`src/hdl/bfpa_pkg.sv`:
```
package bfpa_pkg;

    localparam int LEN_BITS = 17;
    localparam logic [LEN_BITS-1:0] LEN_MAX = '1;

    localparam logic [1:0] CMD_ADD    = 2'd0;
    localparam logic [1:0] CMD_ALLOC  = 2'd1;
    localparam logic [1:0] CMD_FREE   = 2'd2;
    localparam logic [1:0] CMD_UNUSED = 2'd3;

    localparam logic [1:0] ST_OK     = 2'd0;
    localparam logic [1:0] ST_NO_FIT = 2'd1;
    localparam logic [1:0] ST_FULL   = 2'd2;

    typedef struct packed {
        logic [1:0]  command;
        logic [15:0] base_page;
        logic [16:0] page_count;
    } cmd_beat_t;

    typedef struct packed {
        logic [1:0]  status;
        logic [15:0] granted_page;
        logic [16:0] free_total;
    } rsp_beat_t;

    // saturating add of two lengths
    function automatic logic [LEN_BITS-1:0] sat_add(input logic [LEN_BITS-1:0] a,
                                                    input logic [LEN_BITS-1:0] b);
        logic [LEN_BITS:0] s;
        s = {1'b0, a} + {1'b0, b};
        return s[LEN_BITS] ? LEN_MAX : s[LEN_BITS-1:0];
    endfunction

endpackage

```
`src/hdl/bfpa_table.sv`:
```
// extent table: start/length memory with one registered read port and valid flops
module bfpa_table #(
    parameter int DEPTH = 64,
    parameter int PW    = 16,
    parameter int AW    = 6
) (
    input  logic                          clk,
    input  logic                          rst_n,
    input  logic [AW-1:0]                 rd_addr,
    output logic [PW-1:0]                 rd_start,
    output logic [bfpa_pkg::LEN_BITS-1:0] rd_len,
    output logic                          rd_valid,
    input  logic                          wr_en,
    input  logic [AW-1:0]                 wr_addr,
    input  logic [PW-1:0]                 wr_start,
    input  logic [bfpa_pkg::LEN_BITS-1:0] wr_len,
    input  logic                          set_en,
    input  logic [AW-1:0]                 set_addr,
    input  logic                          set_val
);
    logic [PW-1:0]                 start_mem [DEPTH];
    logic [bfpa_pkg::LEN_BITS-1:0] len_mem   [DEPTH];
    logic [DEPTH-1:0]              valid_reg;

    // payload memory
    always_ff @(posedge clk)
    begin
        if (wr_en)
        begin
            start_mem[wr_addr] <= wr_start;
            len_mem[wr_addr]   <= wr_len;
        end
        rd_start <= start_mem[rd_addr];
        rd_len   <= len_mem[rd_addr];
    end

    // valid bits
    always_ff @(posedge clk or negedge rst_n)
    begin
        if (!rst_n)
        begin
            valid_reg <= '0;
            rd_valid  <= 1'b0;
        end
        else
        begin
            if (set_en)
                valid_reg[set_addr] <= set_val;
            rd_valid <= valid_reg[rd_addr];
        end
    end
endmodule

```
`src/hdl/best_fit_page_allocator_top.sv`:
```
// Best-fit page allocator. A command is taken when start is high and busy low; busy
// then stays high while a sequencer walks every table entry once through the single
// registered read port of the extent memory, one entry a cycle, and writes back.
// When the command is over, the result is shown for one cycle with done high; the
// receiver cannot stall and must take it.
module best_fit_page_allocator_top #(
    parameter int MAX_EXTENTS     = 64,
    parameter int PAGE_INDEX_BITS = 16
) (
    input  logic                clk,
    input  logic                rst_n,
    input  logic                start,
    output logic                busy,
    input  bfpa_pkg::cmd_beat_t cmd,
    output logic                done,
    output bfpa_pkg::rsp_beat_t rsp
);
    localparam int AW = (MAX_EXTENTS > 1) ? $clog2(MAX_EXTENTS) : 1;
    localparam int PW = PAGE_INDEX_BITS;
    localparam int LB = bfpa_pkg::LEN_BITS;

    typedef enum logic [1:0] {IDLE, SCAN, WB} state_t;

    state_t          state_reg;
    logic [AW:0]     idx_reg;       // issued read address
    logic            rdv_reg;       // read data valid this cycle
    logic [AW-1:0]   ridx_reg;      // index of read data
    logic [1:0]      cmd_reg;
    logic [PW-1:0]   base_reg;
    logic [LB-1:0]   cnt_reg;
    logic [LB-1:0]   total_reg;
    logic            best_f_reg, bef_f_reg, aft_f_reg, emp_f_reg;
    logic [AW-1:0]   best_i_reg, bef_i_reg, aft_i_reg, emp_i_reg;
    logic [PW-1:0]   best_s_reg;
    logic [LB-1:0]   best_l_reg, bef_l_reg, aft_l_reg;
    logic [PW-1:0]   bef_s_reg;

    logic [PW-1:0]   rd_start;
    logic [LB-1:0]   rd_len;
    logic            rd_valid;
    logic            wr_en, set_en, set_val;
    logic [AW-1:0]   wr_addr, set_addr;
    logic [PW-1:0]   wr_start;
    logic [LB-1:0]   wr_len;

    bfpa_table #(.DEPTH(MAX_EXTENTS), .PW(PW), .AW(AW)) u_table (
        .clk(clk), .rst_n(rst_n), .rd_addr(idx_reg[AW-1:0]),
        .rd_start(rd_start), .rd_len(rd_len), .rd_valid(rd_valid),
        .wr_en(wr_en), .wr_addr(wr_addr), .wr_start(wr_start), .wr_len(wr_len),
        .set_en(set_en), .set_addr(set_addr), .set_val(set_val)
    );

    // base page at table width
    logic [PW-1:0] base_w;
    assign base_w = base_reg;
    // extent end, compared wide to avoid wrap
    logic [LB+PW:0] rd_end_full, base_full, end_full;
    assign rd_end_full = (LB + PW + 1)'(rd_start) + (LB + PW + 1)'(rd_len);
    assign base_full   = (LB + PW + 1)'(base_reg);
    assign end_full    = (LB + PW + 1)'(base_reg) + (LB + PW + 1)'(cnt_reg);

    // write-back decision
    logic [1:0]    st_w;
    logic [PW-1:0] gr_w;
    logic [LB-1:0] tot_w;
    always_comb
    begin
        wr_en = 1'b0; set_en = 1'b0; set_val = 1'b0;
        wr_addr = emp_i_reg; set_addr = emp_i_reg;
        wr_start = base_w; wr_len = cnt_reg;
        st_w = bfpa_pkg::ST_OK; gr_w = '0; tot_w = total_reg;
        if (state_reg == WB && cnt_reg != '0)
        begin
            case (cmd_reg)
                bfpa_pkg::CMD_ADD:
                begin
                    if (!emp_f_reg)
                        st_w = bfpa_pkg::ST_FULL;
                    else
                    begin
                        wr_en = 1'b1; set_en = 1'b1; set_val = 1'b1;
                        tot_w = bfpa_pkg::sat_add(total_reg, cnt_reg);
                    end
                end
                bfpa_pkg::CMD_ALLOC:
                begin
                    if (!best_f_reg || cnt_reg > total_reg)
                        st_w = bfpa_pkg::ST_NO_FIT;
                    else
                    begin
                        gr_w = best_s_reg;
                        wr_addr = best_i_reg; set_addr = best_i_reg;
                        wr_start = best_s_reg + PW'(cnt_reg);
                        wr_len = best_l_reg - cnt_reg;
                        if (best_l_reg > cnt_reg)
                            wr_en = 1'b1;
                        else
                            set_en = 1'b1;
                        tot_w = total_reg - cnt_reg;
                    end
                end
                bfpa_pkg::CMD_FREE:
                begin
                    tot_w = bfpa_pkg::sat_add(total_reg, cnt_reg);
                    if (bef_f_reg && aft_f_reg && bef_i_reg != aft_i_reg)
                    begin
                        wr_en = 1'b1; wr_addr = bef_i_reg; wr_start = bef_s_reg;
                        wr_len = bfpa_pkg::sat_add(bfpa_pkg::sat_add(bef_l_reg, cnt_reg),
                                                   aft_l_reg);
                        set_en = 1'b1; set_addr = aft_i_reg;
                    end
                    else if (bef_f_reg)
                    begin
                        wr_en = 1'b1; wr_addr = bef_i_reg; wr_start = bef_s_reg;
                        wr_len = bfpa_pkg::sat_add(bef_l_reg, cnt_reg);
                    end
                    else if (aft_f_reg)
                    begin
                        wr_en = 1'b1; wr_addr = aft_i_reg; wr_start = base_w;
                        wr_len = bfpa_pkg::sat_add(aft_l_reg, cnt_reg);
                    end
                    else if (emp_f_reg)
                    begin
                        wr_en = 1'b1; set_en = 1'b1; set_val = 1'b1;
                    end
                    else
                    begin
                        st_w = bfpa_pkg::ST_FULL;
                        tot_w = total_reg;
                    end
                end
                default: ;
            endcase
        end
    end

    assign busy = (state_reg != IDLE);

    // sequencer, scan compare unit and result register
    always_ff @(posedge clk or negedge rst_n)
    begin
        if (!rst_n)
        begin
            state_reg <= IDLE; idx_reg <= '0; rdv_reg <= 1'b0; ridx_reg <= '0;
            total_reg <= '0; done <= 1'b0; rsp <= '0;
            cmd_reg <= '0; base_reg <= '0; cnt_reg <= '0;
            best_f_reg <= 1'b0; bef_f_reg <= 1'b0; aft_f_reg <= 1'b0; emp_f_reg <= 1'b0;
            best_i_reg <= '0; bef_i_reg <= '0; aft_i_reg <= '0; emp_i_reg <= '0;
            best_s_reg <= '0; bef_s_reg <= '0;
            best_l_reg <= '0; bef_l_reg <= '0; aft_l_reg <= '0;
        end
        else
        begin
            done <= 1'b0;
            case (state_reg)
                IDLE:
                begin
                    if (start)
                    begin
                        cmd_reg <= cmd.command;
                        base_reg <= PW'(cmd.base_page);
                        cnt_reg <= cmd.page_count;
                        idx_reg <= '0; rdv_reg <= 1'b0;
                        best_f_reg <= 1'b0; bef_f_reg <= 1'b0;
                        aft_f_reg <= 1'b0; emp_f_reg <= 1'b0;
                        state_reg <= SCAN;
                    end
                end
                SCAN:
                begin
                    rdv_reg <= (idx_reg < (AW + 1)'(MAX_EXTENTS));
                    ridx_reg <= idx_reg[AW-1:0];
                    if (idx_reg < (AW + 1)'(MAX_EXTENTS))
                        idx_reg <= idx_reg + 1'b1;
                    if (rdv_reg)
                    begin
                        if (!rd_valid)
                        begin
                            if (!emp_f_reg)
                            begin
                                emp_f_reg <= 1'b1; emp_i_reg <= ridx_reg;
                            end
                        end
                        else
                        begin
                            if (rd_len >= cnt_reg && (!best_f_reg || rd_len < best_l_reg ||
                                (rd_len == best_l_reg && rd_start < best_s_reg)))
                            begin
                                best_f_reg <= 1'b1; best_i_reg <= ridx_reg;
                                best_s_reg <= rd_start; best_l_reg <= rd_len;
                            end
                            if (!bef_f_reg && rd_end_full == base_full)
                            begin
                                bef_f_reg <= 1'b1; bef_i_reg <= ridx_reg;
                                bef_s_reg <= rd_start; bef_l_reg <= rd_len;
                            end
                            if (!aft_f_reg && (LB + PW + 1)'(rd_start) == end_full)
                            begin
                                aft_f_reg <= 1'b1; aft_i_reg <= ridx_reg;
                                aft_l_reg <= rd_len;
                            end
                        end
                    end
                    else if (idx_reg == (AW + 1)'(MAX_EXTENTS))
                        state_reg <= WB;
                end
                WB:
                begin
                    total_reg <= tot_w;
                    rsp.status <= st_w;
                    rsp.granted_page <= 16'(gr_w);
                    rsp.free_total <= tot_w;
                    done <= 1'b1;
                    state_reg <= IDLE;
                end
                default: state_reg <= IDLE;
            endcase
        end
    end
endmodule

```
`config.mk`:
```
export PLATFORM = sky130hd
export DESIGN_NAME = best_fit_page_allocator_top
export DESIGN_NICKNAME = d
export VERILOG_FILES = /design/src/hdl/bfpa_pkg.sv /design/src/hdl/bfpa_table.sv /design/src/hdl/best_fit_page_allocator_top.sv
export SDC_FILE = /design/constraint.sdc
export NUM_CORES = 2
export LEC_CHECK = 0
export ABC_CLOCK_PERIOD_IN_PS = 7400
export BUFFER_PORTS_ARGS = -buffer_cell sky130_fd_sc_hd__buf_2
export CAP_MARGIN = 40
export CELL_PAD_IN_SITES_DETAIL_PLACEMENT = 1
export CELL_PAD_IN_SITES_GLOBAL_PLACEMENT = 1
export CORE_ASPECT_RATIO = 0.6
export CORE_UTILIZATION = 42
export CTS_BUF_LIST = sky130_fd_sc_hd__clkbuf_4 sky130_fd_sc_hd__clkbuf_8
export DETAILED_ROUTE_END_ITERATION = 16
export PLACE_DENSITY_LB_ADDON = 0.25
export RECOVER_POWER = 50
export SYNTH_ARGS = -nofsm -noshare
export SYNTH_HDL_FRONTEND = slang
export SYNTH_HIERARCHICAL = 1
export SYNTH_SLANG_ARGS = --single-unit
```
`constraint.sdc`:
```
create_clock -name clk -period 7.4 [get_ports clk]
set_input_delay 1.11 -clock clk [delete_from_list [all_inputs] [get_ports clk]]
set_output_delay 1.11 -clock clk [all_outputs]
set_load 0.02 [all_outputs]
```
==> results.sh <==
export IMPL_ff2ff_path_depth=18
export IMPL_async_flop_share=0.1092
export IMPL_antenna_found_initial=30
export IMPL_hp_start="cmd[19]"
export IMPL_regArea_sq_um=70680
export IMPL_coreArea_sq_um=243300
export IMPL_end_kind="flop"
export IMPL_grt_usage=0.2725
export IMPL_cts_root_buffer="clkbuf_8"
export IMPL_yosys_top_cells_area="edfxtp_1 (62%), mux4_2 (11%), dfrtp_1 (6.4%), ha_1 (2.5%), mux2_2 (1.9%)"
export IMPL_cts_sinks=2408
export IMPL_max_cap_viol_count=37
export IMPL_swShare=0.3890
export IMPL_largest_reg_flops=1088
export IMPL_ys_flop_type="edfxtp_1"
export IMPL_initial_core_util=0.4235
export IMPL_yosysTopAreaCell="edfxtp_1"
export IMPL_synth_edf_count=2112
export IMPL_cp_startpoint="cnt_reg[8]"
export IMPL_crit_fanout=27
export IMPL_multi_input_area_sq_um=30730
export IMPL_power_share_combinational=0.394
export IMPL_grt_pass1_wl_um=477900
export IMPL_fillers=23112
export IMPL_drive_gt1_frac=0.2431
export IMPL_status="complete, but fails checks"
export IMPL_clockBufferDepth=4
export IMPL_syn_avg_cell_area_sq_um=17.11
export IMPL_post_route_min_period_ps=7071
export IMPL_cts_resized=0
export IMPL_finalHoldViolCount=0
export IMPL_fin_nets=6652
export IMPL_die_y_um=385.7
export IMPL_drv_slew=1380
export IMPL_yosysSeqAreaShare=0.6858
export IMPL_portBuffers=74
export IMPL_syn_area_sq_um=103000
export IMPL_cp_start_kind="flop"
export IMPL_p_per_area_nw_per_um2=414.3
export IMPL_path_cells="inv_1 -> ha_1 -> inv_1 -> nor4_1 -> buf_4 -> nor3b_1 -> a21o_1 -> o221ai_1 -> nor2_1 -> clkbuf_2 -> a22o_1 -> a22oi_1 -> o21ai_0 -> clkbuf_1 -> and3_1 -> nand3b_1 -> nor2_1 -> clkbuf_2"
export IMPL_place_congestion=0.9404
export IMPL_p_leak_nw=39.41
export IMPL_tns_ps=0
export IMPL_p_clk_frac=0.226
export IMPL_hold_ws_ps=328.6
export IMPL_die_w_um=641.5
export IMPL_max_stage_delay_ps=1030
export IMPL_fin_crit_sh=0.9555
export IMPL_first_global_vias=61758
export IMPL_hold_class="input pin to flop"
export IMPL_cts_buffers=351
export IMPL_violations="max-capacitance violations, max-slew violations"
export IMPL_internal_power_mw=29.28
export IMPL_yosysTopAreaCellShare=0.6155
export IMPL_switching_power_mw=18.64
export IMPL_drtAntennaViolNets=0
export IMPL_cp_buffers_inverters=6
export IMPL_syn_inst=6021
export IMPL_first_pass_iters=6
export IMPL_dieArea_sq_um=247400
export IMPL_skew_ps=94.28
export IMPL_max_freq_mhz=141.4
export IMPL_slowest_stage="clkbuf_2"
export IMPL_post_cts_buffers=0
export IMPL_r2r_start="cnt_reg[8]"
export IMPL_worstMarginPinSlew_ps=5210
export IMPL_num_vias=62417
export IMPL_wire_per_inst_um=34.20
export IMPL_cp_endpoint="u_table/start_mem[60][13]"
export IMPL_synth_most_common_cell="edfxtp_1"
export IMPL_cts_hold_buffers_added=0
export IMPL_path_class="flop to flop"
export IMPL_setup_viol=0
export IMPL_reg2reg_slack_ps=330
export IMPL_wirelength_um=340400
export IMPL_yosysUniqueCellTypes=88
export IMPL_clkTransAtPathRegs_ps=70
export IMPL_hpwlAfterDp_um=220100
export IMPL_r2r_end="u_table/start_mem[60][13]"
export IMPL_ys_warnings_count=6
export IMPL_ys_seq_elements=2408
export IMPL_crit_cells=18
export IMPL_io_pins=75
export IMPL_clk_latency_ps=1000
export IMPL_max_slew_margin=-2.473
export IMPL_ir_drop_uv=295.5
export IMPL_syn_nets=6272
export IMPL_drcViolationCount=0
export IMPL_rsz0062_at_grt="false"
export IMPL_flow_area_growth_from_synthesis_pct=12.25
export IMPL_avgViaCountPerCell=6.271
export IMPL_cp_top_family="buffers and inverters"
export IMPL_synthTopCellsByCount="edfxtp_1 (2112), mux4_2 (494), nor2_1 (279), dfrtp_1 (263), nand2_1 (243)"
export IMPL_arrival_ps=7630
export IMPL_fp_row_count=140
export IMPL_grt_max_degree=100
export IMPL_cts_tree="yes"
export IMPL_critPathRequiredTime_ps=7960
export IMPL_h_tree_depth=5
export IMPL_drt_iter0_markers=8233
export IMPL_pwr_share_seq=0.380
export IMPL_gr_total_overflow=0
## cells by family (layout without fill, tap and decap cells)
| group | count (synthesis) | in the layout | share of synthesized area |
|---|---|---|---|
| flops | 2408 | 2408 | 0.6858 |
| other cells | 0 | 19 | 0 |
| xor+xnor | 127 | 127 | 0.01079 |
| compound gates | 1010 | 1010 | 0.06702 |
| mux | 821 | 821 | 0.1429 |
| fa+ha+maj | 213 | 213 | 0.02652 |
| buf+inv | 456 | 1103 | 0.02074 |
| simple gates | 986 | 986 | 0.04629 |
## per-layer routing
| layer | wire length (um) | part of all wire | GRT usage | vias to the layer above |
|---|---|---|---|---|
| met1 | 159900 | 0.47 | 0.4452 | 33413 |
| met2 | 133900 | 0.39 | 0.3554 | 3440 |
| met4 | 7174 | 0.021 | 0.06138 | 6 |
| met5 | 28 | 0.000082 | 0 | - |
| li1 | - | - | - | 25120 |
| met3 | 39300 | 0.12 | 0.07314 | 438 |
## worst min-delay path by stage
stage	end	slack [ps]	cells past startpoint
after global routing	base_reg[7]	300	3
after floorplan	bef_s_reg[0]	460	1
after CTS	cmd_reg[1]	110	1
after global placement	rsp[34]	480	2
final	base_reg[2]	330	3
after detailed placement	u_table/valid_reg[40]	490	1
## worst register-to-register path, cell delays in order, from the launching register on
cell and delay, ps:
dfrtp_1 670, inv_1 340, ha_1 480, inv_1 140, nor4_1 300, buf_4 170, nor3b_1 170, a21o_1 180
o221ai_1 140, nor2_1 130, clkbuf_2 530, a22o_1 220, a22oi_1 80, o21ai_0 480, clkbuf_1 410, and3_1 250
nand3b_1 160, nor2_1 720, clkbuf_2 1030
## layout make-up
class / count / area share
flip-flops and latches: 2408 / 0.6110
multi-input cells: 3157 / 0.2657
clock buffers: 490 / 0.05138
well taps: 3266 / 0.03533
repair buffers: 351 / 0.02422
clock inverters: 130 / 0.007659
inverters: 132 / 0.004284
diodes: 19 / 0.0004111
## power by group through the flow
stage | clock network, mW | logic [mW] | registers, mW
floorplan | 0 | 11.5 | 18.1
global placement | 0 | 18.1 | 18.4
detailed placement | 0 | 18.6 | 18.4
CTS | 11.0 | 18.7 | 18.1
global route | 11.5 | 20.0 | 18.2
finish | 10.8 | 18.9 | 18.2
## per-stage QoR
step	setup WS (ps)	cell area (sq um)	util	instances	power, mW
CTS	1020	116300	0.4782	9931	47.82
finish	329.4	115700	0.4754	9953	47.92
detailed placement	1059	109500	0.4501	9311	37.04
global placement	1108	109100	0.4486	9287	36.54
global route	287.8	115600	0.4753	9943	49.72
floorplan	722.9	103000	-	6021	29.56
## placed cells by master (no fill, tap or decap), types with 39 or more instances in the layout
| master | n |
|---|---|
| xnor2_1 | 88 |
| o221ai_1 | 65 |
| nor3_1 | 42 |
| clkbuf_4 | 128 |
| buf_4 | 163 |
| clkbuf_8 | 362 |
| nor2_4 | 47 |
| xor2_1 | 39 |
| inv_1 | 127 |
| mux2i_1 | 128 |
| clkinv_1 | 68 |
| dfrtp_1 | 258 |
| nand3_1 | 98 |
| a22oi_1 | 82 |
| a211oi_1 | 72 |
| nor2b_1 | 66 |
| a21o_1 | 66 |
| mux2_2 | 176 |
| clkbuf_1 | 68 |
| o22ai_1 | 96 |
| o21ai_0 | 175 |
| ha_1 | 203 |
| mux4_2 | 494 |
| nand2b_1 | 39 |
| buf_2 | 40 |
| nand4_1 | 78 |
| nand2_1 | 243 |
| nor2_1 | 231 |
| a21oi_1 | 153 |
| edfxtp_1 | 2112 |
(Power assumes the default switching activity.)
